--- src/design/wced_pkg.sv ---
package wced_pkg;

	// field widths
	localparam int WEIGHT_WIDTH = 24;
	localparam int WIDE_W       = WEIGHT_WIDTH + 24;
	localparam int THR_W        = 23;
	localparam int TIME_W       = 32;
	localparam int AMOUNT_W     = 24;
	localparam int DUR_W        = 23;
	localparam int MODE_W       = 2;
	localparam int ECHO_W       = 24;
	localparam int CFG_IDX_W    = 2;
	localparam int CFG_DATA_W   = 32;

	// configuration register indexes
	localparam logic [CFG_IDX_W-1:0] REG_THRESHOLD = 2'd0;
	localparam logic [CFG_IDX_W-1:0] REG_TIMEOUT   = 2'd1;
	localparam logic [CFG_IDX_W-1:0] REG_COOLDOWN  = 2'd2;

	// configuration reset values
	localparam logic [THR_W-1:0]  THRESHOLD_RST = 23'd500;
	localparam logic [TIME_W-1:0] TIMEOUT_RST   = 32'd30000;
	localparam logic [TIME_W-1:0] COOLDOWN_RST  = 32'd5000;

	// saturation limit of the consumed amount
	localparam logic [AMOUNT_W-1:0] AMOUNT_MAX = {AMOUNT_W{1'b1}};

	// divide by 1000 as multiply by ceil(2^38 / 1000) and shift, exact for 32-bit values
	localparam int                DIV_MUL_W = 29;
	localparam logic [DIV_MUL_W-1:0] DIV_MUL = 29'd274877907;
	localparam int                DIV_SHIFT = 38;
	localparam int                PROD_W    = TIME_W + DIV_MUL_W;

	// stage one transaction handed to the divide stage
	typedef struct packed {
		logic                valid;
		logic                event_valid;
		logic [AMOUNT_W-1:0] amount;
		logic [TIME_W-1:0]   elapsed;
		logic [MODE_W-1:0]   mode;
		logic [ECHO_W-1:0]   weight;
	} stage_t;

endpackage

--- src/design/wced_track.sv ---
module wced_track import wced_pkg::*; (
	input  logic                          clk,
	input  logic                          arst_n,
	input  logic                          cfg_we,
	input  logic [CFG_IDX_W-1:0]          cfg_index,
	input  logic [CFG_DATA_W-1:0]         cfg_wdata,
	input  logic                          in_valid,
	output logic                          in_ready,
	input  logic signed [WEIGHT_WIDTH-1:0] weight_sample,
	input  logic [TIME_W-1:0]             time_ms,
	input  logic                          s2_ready,
	output stage_t                        s1
);

	typedef enum logic [MODE_W-1:0] {
		MODE_IDLE     = 2'd0,
		MODE_EVENT    = 2'd1,
		MODE_COOLDOWN = 2'd2
	} mode_t;

	logic [THR_W-1:0]               thr_q;
	logic [TIME_W-1:0]              timeout_q;
	logic [TIME_W-1:0]              cooldown_q;
	mode_t                          mode_q;
	mode_t                          mode_n;
	logic signed [WEIGHT_WIDTH-1:0] prev_q;
	logic signed [WEIGHT_WIDTH-1:0] before_q;
	logic [TIME_W-1:0]              start_q;
	logic [TIME_W-1:0]              last_q;
	stage_t                         s1_s1;

	logic                           accept;
	logic signed [WIDE_W-1:0]       cur_w;
	logic signed [WIDE_W-1:0]       prev_w;
	logic signed [WIDE_W-1:0]       before_w;
	logic signed [WIDE_W-1:0]       diff;
	logic [WIDE_W-1:0]              mag;
	logic [WIDE_W-1:0]              thr_w;
	logic signed [WIDE_W-1:0]       amt_diff;
	logic [AMOUNT_W-1:0]            amount;
	logic [TIME_W-1:0]              since_change;
	logic [TIME_W-1:0]              elapsed;
	logic                           ev_end;
	logic                           upd_last;
	logic                           start_ev;

	// handshake: stage one frees up whenever the divide stage takes its transaction
	assign in_ready = !s1_s1.valid || s2_ready;
	assign accept   = in_valid && in_ready;
	assign s1       = s1_s1;

	// configuration registers
	always_ff @(posedge clk or negedge arst_n) begin
		if (!arst_n) begin
			thr_q      <= THRESHOLD_RST;
			timeout_q  <= TIMEOUT_RST;
			cooldown_q <= COOLDOWN_RST;
		end else if (cfg_we) begin
			case (cfg_index)
				REG_THRESHOLD: thr_q      <= cfg_wdata[THR_W-1:0];
				REG_TIMEOUT:   timeout_q  <= cfg_wdata[TIME_W-1:0];
				REG_COOLDOWN:  cooldown_q <= cfg_wdata[TIME_W-1:0];
				default: ;
			endcase
		end
	end

	// jump size against the previous sample
	assign cur_w    = WIDE_W'(weight_sample);
	assign prev_w   = WIDE_W'(prev_q);
	assign before_w = WIDE_W'(before_q);
	assign diff     = cur_w - prev_w;
	assign mag      = diff[WIDE_W-1] ? WIDE_W'(-diff) : WIDE_W'(diff);
	assign thr_w    = WIDE_W'(thr_q);

	// wrapped time differences
	assign since_change = time_ms - last_q;
	assign elapsed      = time_ms - start_q;

	// consumed amount, clamped at zero and saturated
	assign amt_diff = before_w - cur_w;
	always_comb begin
		if (amt_diff[WIDE_W-1]) begin
			amount = '0;
		end else if (amt_diff > signed'(WIDE_W'(AMOUNT_MAX))) begin
			amount = AMOUNT_MAX;
		end else begin
			amount = amt_diff[AMOUNT_W-1:0];
		end
	end

	// mode transitions
	always_comb begin
		mode_n   = mode_q;
		ev_end   = 1'b0;
		upd_last = 1'b0;
		start_ev = 1'b0;
		case (mode_q)
			MODE_EVENT: begin
				if (mag < thr_w) begin
					if (since_change > timeout_q) begin
						ev_end   = 1'b1;
						mode_n   = MODE_COOLDOWN;
						upd_last = 1'b1;
					end
				end else begin
					upd_last = 1'b1;
				end
			end
			MODE_COOLDOWN: begin
				if (since_change > cooldown_q) begin
					mode_n = MODE_IDLE;
				end
			end
			default: begin
				mode_n = MODE_IDLE;
				if (mag > thr_w) begin
					mode_n   = MODE_EVENT;
					start_ev = 1'b1;
					upd_last = 1'b1;
				end
			end
		endcase
	end

	// mode, previous sample and stage one register
	always_ff @(posedge clk or negedge arst_n) begin
		if (!arst_n) begin
			mode_q <= MODE_IDLE;
			prev_q <= '0;
			s1_s1  <= '0;
		end else begin
			if (in_ready) begin
				s1_s1.valid <= accept;
			end
			if (accept) begin
				mode_q            <= mode_n;
				prev_q            <= weight_sample;
				s1_s1.event_valid <= ev_end;
				s1_s1.amount      <= ev_end ? amount : '0;
				s1_s1.elapsed     <= ev_end ? elapsed : '0;
				s1_s1.mode        <= mode_n;
				s1_s1.weight      <= cur_w[ECHO_W-1:0];
			end
		end
	end

	// event bookkeeping, written on entry before any read
	always_ff @(posedge clk) begin
		if (accept && start_ev) begin
			before_q <= prev_q;
			start_q  <= time_ms;
		end
		if (accept && upd_last) begin
			last_q <= time_ms;
		end
	end

`ifndef SYNTH
	a_end_goes_cooldown: assert property (@(posedge clk) disable iff (!arst_n)
		s1_s1.valid && s1_s1.event_valid |-> s1_s1.mode == MODE_COOLDOWN)
		else $error("event end without cooldown");

	a_idle_never_cooldown: assert property (@(posedge clk) disable iff (!arst_n)
		accept && mode_q == MODE_IDLE |=> mode_q != MODE_COOLDOWN)
		else $error("idle jumped straight to cooldown");

	a_mode_holds: assert property (@(posedge clk) disable iff (!arst_n)
		!accept |=> $stable(mode_q))
		else $error("mode moved without a transaction");

	a_event_from_event: assert property (@(posedge clk) disable iff (!arst_n)
		accept && ev_end |-> mode_q == MODE_EVENT)
		else $error("event ended outside event mode");

	a_quiet_fields: assert property (@(posedge clk) disable iff (!arst_n)
		s1_s1.valid && !s1_s1.event_valid |-> s1_s1.amount == '0 && s1_s1.elapsed == '0)
		else $error("amount or duration set without an event end");
`endif

endmodule

--- src/design/wced_div1000.sv ---
module wced_div1000 import wced_pkg::*; (
	input  logic                 clk,
	input  logic                 arst_n,
	input  stage_t               s1,
	output logic                 s2_ready,
	output logic                 out_valid,
	input  logic                 out_ready,
	output logic                 event_valid,
	output logic [AMOUNT_W-1:0]  amount_consumed,
	output logic [DUR_W-1:0]     event_seconds,
	output logic [MODE_W-1:0]    mode,
	output logic signed [ECHO_W-1:0] current_weight
);

	logic                valid_s2;
	logic                event_s2;
	logic [AMOUNT_W-1:0] amount_s2;
	logic [PROD_W-1:0]   prod_s2;
	logic [MODE_W-1:0]   mode_s2;
	logic [ECHO_W-1:0]   weight_s2;

	// output register takes a new transaction when empty or being drained
	assign s2_ready = !valid_s2 || out_ready;

	always_ff @(posedge clk or negedge arst_n) begin
		if (!arst_n) begin
			valid_s2 <= 1'b0;
		end else if (s2_ready) begin
			valid_s2 <= s1.valid;
		end
	end

	// reciprocal multiply for the seconds count
	always_ff @(posedge clk) begin
		if (s2_ready && s1.valid) begin
			event_s2  <= s1.event_valid;
			amount_s2 <= s1.amount;
			prod_s2   <= PROD_W'(s1.elapsed) * PROD_W'(DIV_MUL);
			mode_s2   <= s1.mode;
			weight_s2 <= s1.weight;
		end
	end

	// result ports
	assign out_valid       = valid_s2;
	assign event_valid     = event_s2;
	assign amount_consumed = amount_s2;
	assign event_seconds   = prod_s2[DIV_SHIFT+DUR_W-1:DIV_SHIFT];
	assign mode            = mode_s2;
	assign current_weight  = weight_s2;

endmodule

--- src/design/weight_change_event_detector.sv ---
// channel   direction  handshake              payload
// cfg       in         cfg_we                 cfg_index, cfg_wdata
// sample    in         in_valid / in_ready    weight_sample, time_ms
// result    out        out_valid / out_ready  event_valid, amount_consumed,
//                                             event_seconds, mode, current_weight
//
// One sample per clock while the result side drains; after acceptance its result
// passes the mode update stage, then the divide-by-1000 multiply into the output register.
// Mode, previous weight and event times update in the acceptance cycle, so samples
// may follow back to back. A stalled result holds in the output register; one more
// sample is still taken into stage one before in_ready drops.
// Reset clears mode to idle, previous weight to zero and restores register defaults.
module weight_change_event_detector import wced_pkg::*; (
	input  logic                          clk,
	input  logic                          arst_n,
	input  logic                          cfg_we,
	input  logic [CFG_IDX_W-1:0]          cfg_index,
	input  logic [CFG_DATA_W-1:0]         cfg_wdata,
	input  logic                          in_valid,
	output logic                          in_ready,
	input  logic signed [WEIGHT_WIDTH-1:0] weight_sample,
	input  logic [TIME_W-1:0]             time_ms,
	output logic                          out_valid,
	input  logic                          out_ready,
	output logic                          event_valid,
	output logic [AMOUNT_W-1:0]           amount_consumed,
	output logic [DUR_W-1:0]              event_seconds,
	output logic [MODE_W-1:0]             mode,
	output logic signed [ECHO_W-1:0]      current_weight
);

	stage_t s1;
	logic   s2_ready;

	// mode tracking and event bookkeeping
	wced_track u_track (
		.clk           (clk),
		.arst_n        (arst_n),
		.cfg_we        (cfg_we),
		.cfg_index     (cfg_index),
		.cfg_wdata     (cfg_wdata),
		.in_valid      (in_valid),
		.in_ready      (in_ready),
		.weight_sample (weight_sample),
		.time_ms       (time_ms),
		.s2_ready      (s2_ready),
		.s1            (s1)
	);

	// duration in seconds and output register
	wced_div1000 u_div (
		.clk             (clk),
		.arst_n          (arst_n),
		.s1              (s1),
		.s2_ready        (s2_ready),
		.out_valid       (out_valid),
		.out_ready       (out_ready),
		.event_valid     (event_valid),
		.amount_consumed (amount_consumed),
		.event_seconds   (event_seconds),
		.mode            (mode),
		.current_weight  (current_weight)
	);

endmodule

--- config.mk ---
export PLATFORM = sky130hd
export DESIGN_NAME = weight_change_event_detector
export DESIGN_NICKNAME = d
export VERILOG_FILES = /design/src/design/wced_pkg.sv /design/src/design/wced_track.sv /design/src/design/wced_div1000.sv /design/src/design/weight_change_event_detector.sv
export SDC_FILE = /design/constraint.sdc
export NUM_CORES = 2
export LEC_CHECK = 0
export BUFFER_PORTS_ARGS = -buffer_cell sky130_fd_sc_hd__buf_2
export CORE_MARGIN = 8
export CORE_UTILIZATION = 50
export DETAILED_ROUTE_END_ITERATION = 8
export PLACE_DENSITY = 0.79
export SLEW_MARGIN = 20
export SYNTH_ARGS = -nofsm -noshare
export SYNTH_HDL_FRONTEND = slang
export SYNTH_SLANG_ARGS = --single-unit
export TNS_END_PERCENT = 100
--- constraint.sdc ---
create_clock -name clk -period 7.3 [get_ports clk]
set_input_delay 1.46 -clock clk [delete_from_list [all_inputs] [get_ports clk]]
set_output_delay 1.46 -clock clk [all_outputs]
set_load 0.02 [all_outputs]
# Yosys cells after proc, flatten, opt, wreduce, memory -nomap -nowiden
# Index checks and enable logic that the tools add are counted.
# totals
memories,0
ramBits,0
in_bits,95
word_cells,67
latch_bits,0
romBits,0
out_inout_bits,76
ff_bits,372
# classes
n_mul,1
div,0
shifts,0
bitwise,0
eq_ne,7
magnitude_cmp,5
add_sub_neg,5
n_mux,17
n_reduce_logical,14
# ops
cell,count
24-bit two-way mux,3
32-bit greater-than comparator,2
32-bit subtractor,2
32-bit by 29-bit multiplier with 61-bit output (second input constant),1
24-bit by 24-bit subtractor with 25-bit output,2
48-bit by 23-bit greater-than comparator with 1-bit output,1
48-bit by 25-bit greater-than comparator with 1-bit output (second input constant),1
48-bit by 23-bit < comparator with 1-bit output,1
48-bit two-way mux,1
48-bit negator,1
32-bit two-way mux,1
1-bit two-way mux,7
2-bit two-way mux,3
2-bit by 1-bit inequality test with 1-bit output (second input constant),3
2-bit AND reduction,3
2-bit by 1-bit == test with 1-bit output (second input constant),2
2-bit == test (second input constant),2
1-bit logical AND,4
2-bit case mux with 2 select lines,1
4-bit AND reduction,1
1-bit zero test,2
2-bit zero test,1
1-bit logical OR,2
1-bit case mux with 2 select lines,1
2-bit OR reduction,1

# Longest topological paths before layout
# depth
depth_word,7
mapped_depth,27
ltp_nobuf,26

# Hierarchy
# A second synthesis with hierarchy kept.
# hier_totals
hier_cells,3464
area_unflattened_um2,34778.4
# modules_own_cells
module,instances,seq_area_each_um2,area_per_inst_um2,cells_each
wced_track,1,6944.2,17986.0,1897
wced_div1000,1,2247.2,16792.4,1567

# Worst setup path after synthesis
# Ideal clock, no wire load.
# synth_path
kind,in2reg
start,in time_ms[0]
end,reg u_track.last_q[0] (enable)
path_stages,23
t_required_ns,6.828
n_path_buf,0
setup_ns,0.472
arrival_time_ns,8.084
path_slack_ns,-1.255
cell_sequence,inv_1 -> ha_1 -> inv_1 -> fa_1 -> a21o_1 -> a21oi_1 -> nor2b_1 -> o31ai_1 -> o211ai_1 -> a31oi_1 -> o31ai_1 -> a21oi_1 -> o21bai_1 -> a221oi_1 -> xnor2_1 -> ha_1 -> nand4_1 -> or2_2 -> nor4_1 -> a31oi_1 -> nand2_1 -> nor2_1 -> o32ai_1
# synth_between
elab_chain_len,6
# synth_rtl
item,line,source
"start, declared",weight_change_event_detector.sv:22,"input logic [TIME_W-1:0] time_ms,"
32-bit subtractor,wced_track.sv:77,assign since_change = time_ms - last_q;
32-bit greater-than comparator,wced_track.sv:101,if (since_change > timeout_q) begin
1-bit two-way mux,wced_track.sv:101,
1-bit two-way mux,wced_track.sv:100,if (mag < thr_w) begin
1-bit case mux with 2 select lines,wced_track.sv:98,case (mode_q)
1-bit logical AND,wced_track.sv:154,if (accept && upd_last) begin
"end signal, assigned",wced_track.sv:155,last_q <= time_ms;
"end, declared",wced_track.sv:29,logic [TIME_W-1:0] last_q;
# No other way between the ends.
# A chain may end at the register's enable or synchronous reset.

# Final worst setup path
# layout_path
start,reg u_track.s1_s1 (netlist bit u_track.s1[43])
end,"reg u_div.prod_s2[53], data pin"
# layout_between
elab_chain_len,1
# layout_rtl
item,line,source
"start, declared",wced_track.sv:30,stage_t s1_s1;
32-bit by 29-bit multiplier with 61-bit output,wced_div1000.sv:38,prod_s2 <= PROD_W'(s1.elapsed) * PROD_W'(DIV_MUL);
"end signal, assigned",wced_div1000.sv:38,
"end, declared",wced_div1000.sv:18,logic [PROD_W-1:0] prod_s2;
# No other way between the ends.

==> flow_summary.yaml <==
placed_design:
  place_inst: 4429
  io_buffers: 170
  place_congestion: 0.943
  hpwlAfterDp_mm: 71.5
synthesis:
  synth.distinct_cells: 81
  synthCells: 3283
  synth-edff-count: 162
  async_flop_share_pct: 51.5
  synth_top_flop_cell: "edfxtp_1"
  synth_area_sq_mm: 0.0338
  synth_seq_cells: 334
  ys_seq_area_share_pct: 27.2
  yosysWarnings: 0
  syn_avg_cell_area_sq_um: 10.3
  synth_nets: 4268
global_route:
  grt_max_degree: 74
  grt_pass1_wl_mm: 137
  first_global_vias: 25600
  antenna_found_initial: 17
  grt_usage_pct: 22.9
  grt_remaining_overflow: 0
setup_path:
  arrival_ns: 7.47
  path_max_fanout: 5
  critical_path.endpoint_type: "register"
  critPathBufInv: 5
  cpMostUsedCell: "fa_1"
  cp_slowest_stage_delay_ns: 0.55
  cp.required_ns: 7.62
  worst_path_max_delay_cell: "fa_1"
  crit_family: "adder cells"
  start_kind: "register"
  critical_path_class: "register to register"
floorplanning:
  start_util_pct: 50.4
  fp.dieArea_sq_mm: 0.0761
  fp.dieH_um: 276
  rows: 95
  core_region_area_sq_mm: 0.0670
  die_x_um: 276
  ios: 171
finish:
  layout.cells.non_filler: 4532
  drive_gt1_share_pct: 16.5
  fin_util_pct: 58.1
  syn2layout_area_growth_pct: 15.3
  final_common_cell: "inv_1"
  final_nets: 4602
  fillers: 5482
  mostFrequentLayoutCells: "inv_1, ha_1, fa_1, buf_2, edfxtp_1"
clock_tree:
  cts_tree: "yes"
  clkTransAtPathRegs_ns: 0.06
  cts.sinks: 334
  cts.path.max_buffers: 3
  htree_levels: 2
  ctsHoldBuffers: 0
  clkLatencyLatePin_ns: 0.58
  cts-root-buf: "clkbuf_16"
  cts_buffers: 39
timing:
  grt_setup_unrepaired: "true"
  fin_crit_sh_pct: 97.9
  finalSetupTns_ns: 0
  tightest_slew_ns: 0.970
  clock.fmax_mhz: 140
  slew_headroom_pct: 35.3
  finalHoldViolations: 0
  skew_ns: 0.0248
  finalSetupViolCount: 0
  slew_viol_final: 0
  fin_crit_ns: 7.15
route:
  drt-wirelength-per-cell_um: 19.5
  finalWirelength_mm: 88.3
  drcViolationCount: 0
  postRouteAntennaNets: 0
  drtIter0Drc: 1571
  vias: 24900
  viasPerCell: 5.49
  firstDrtPassIters: 5
pwr:
  cellPowerDensity_mw_per_mm2: 375
  fin_total_pwr_mw: 14.6
  p_leak_nw: 20.7
  ir_worst_vdd_mv: 0.261
job:
  drv_cap: 0
worst_hold_path:
  hold_path.class: "register to register"
run_status:
  status: "finished, final reports clean"
synth_stat cells, types with 34 or more instances:
| library cell | n | share of area [%] |
|---|---|---|
| mux2_2 | 66 | 2.2 |
| o21a_1 | 35 | 0.78 |
| inv_1 | 759 | 8.4 |
| xnor2_1 | 80 | 2.1 |
| a21oi_1 | 134 | 2.0 |
| edfxtp_1 | 162 | 14 |
| nand3_1 | 40 | 0.59 |
| clkbuf_1 | 35 | 0.39 |
| xor2_1 | 43 | 1.1 |
| dfrtp_1 | 154 | 11 |
| nor3_1 | 34 | 0.50 |
| nand2_1 | 135 | 1.5 |
| o21ai_0 | 140 | 2.1 |
| nor2_1 | 89 | 0.99 |
| ha_1 | 588 | 22 |
| fa_1 | 302 | 18 |
| a21o_1 | 82 | 1.8 |
flip-flops by register name (all words and copies together), names as in the netlist, 23 cells and up:
| signal | count |
|---|---|
| u_track.start_q | 32 |
| u_track.before_q | 24 |
| u_track.thr_q | 23 |
| u_div.current_weight | 24 |
| u_track.timeout_q | 32 |
| u_track.cooldown_q | 32 |
| u_div.prod_s2 | 23 |
| u_div.amount_consumed | 24 |
| u_track.s1 | 58 |
| u_track.prev_q | 24 |
| u_track.last_q | 32 |
routing by layer:
metal  part of all wire, %  GRT usage, %
met5                 0.040             0
met4                   5.0          10.3
met3                   6.0          3.96
met2                    49          40.1
met1                    39          27.6
kinds of logic after synthesis:
logic type | count (synthesis) | synth area share, %
fa+ha+maj | 890 | 39.7
mux | 68 | 2.26
compound gates | 605 | 11.9
simple gates | 457 | 6.71
xor+xnor | 123 | 3.19
flops | 334 | 27.2
buf+inv | 806 | 9.04
stage by stage:
step,cell area [sq um],setup WS (ns),hold WS [ns]
2_1_floorplan,33800,0.0900,0.425
3_3_place_gp,36800,-0.228,0.437
3_5_place_dp,36800,-0.339,0.443
4_1_cts,38400,0.00236,0.458
5_1_grt,38900,-0.0879,0.460
6_report,39000,0.150,0.455
worst register-to-register path, stage by stage, from the launching register on:
cell and delay (ns):
dfrtp_2 0.44, buf_4 0.16, ha_4 0.23, fa_2 0.36
fa_1 0.55, inv_1 0.06, fa_1 0.52, inv_1 0.06
fa_1 0.51, fa_1 0.44, fa_1 0.55, inv_1 0.05
fa_1 0.49, inv_1 0.04, ha_1 0.29, and4_1 0.17
o21a_1 0.14, a221o_1 0.33, a211o_1 0.27, o221ai_4 0.26
a21bo_2 0.23, nor2_4 0.04, a21boi_2 0.17, a21oi_2 0.12
a31o_2 0.27, xor2_1 0.14
timing repair:
item | 4_1_cts | 5_1_grt
buffers inserted | 2 | 19
cloned | 0 | 0
gates resized for setup | 26 | 73
endpoints found under the setup margin | 14 | 50
pin swaps | 9 | 46
area by class of cell:
type / instances / area (sq um) / share of cell area, %
clock buffer: 48 / 1070 / 2.75
inverter: 759 / 2850 / 7.31
sequential: 334 / 9210 / 23.6
antenna: 11 / 27.5 / 0.0707
multi-input combinational: 2143 / 22100 / 56.7
tap: 873 / 1090 / 2.80
timing repair buffer: 340 / 2240 / 5.75
clock inverter: 24 / 394 / 1.01
power breakdown:
| group | leakage (nW) | switching, mW | internal, mW |
|---|---|---|---|
| clock network | 0.712 | 0.854 | 1.38 |
| registers | 3.67 | 0.240 | 2.49 |
| logic | 16.3 | 5.56 | 4.08 |
| total | 20.7 | 6.65 | 7.95 |
final timing paths:
kind	to	start	cells past startpoint	slack [ns]
max	u_div.prod_s2[53]	u_track.s1[43]	25	0.15
min	u_div.amount_consumed[7]	u_track.s1[65]	0	0.46
max reg2reg	u_div.prod_s2[53]	u_track.s1[43]	25	0.15
min reg2reg	u_div.amount_consumed[7]	u_track.s1[65]	0	0.46
max in group asynchronous	u_track.s1[43]	arst_n	2	5.24
min in group asynchronous	u_track.cooldown_q[25]	arst_n	1	0.82
Power figures use the tool's default switching activity.
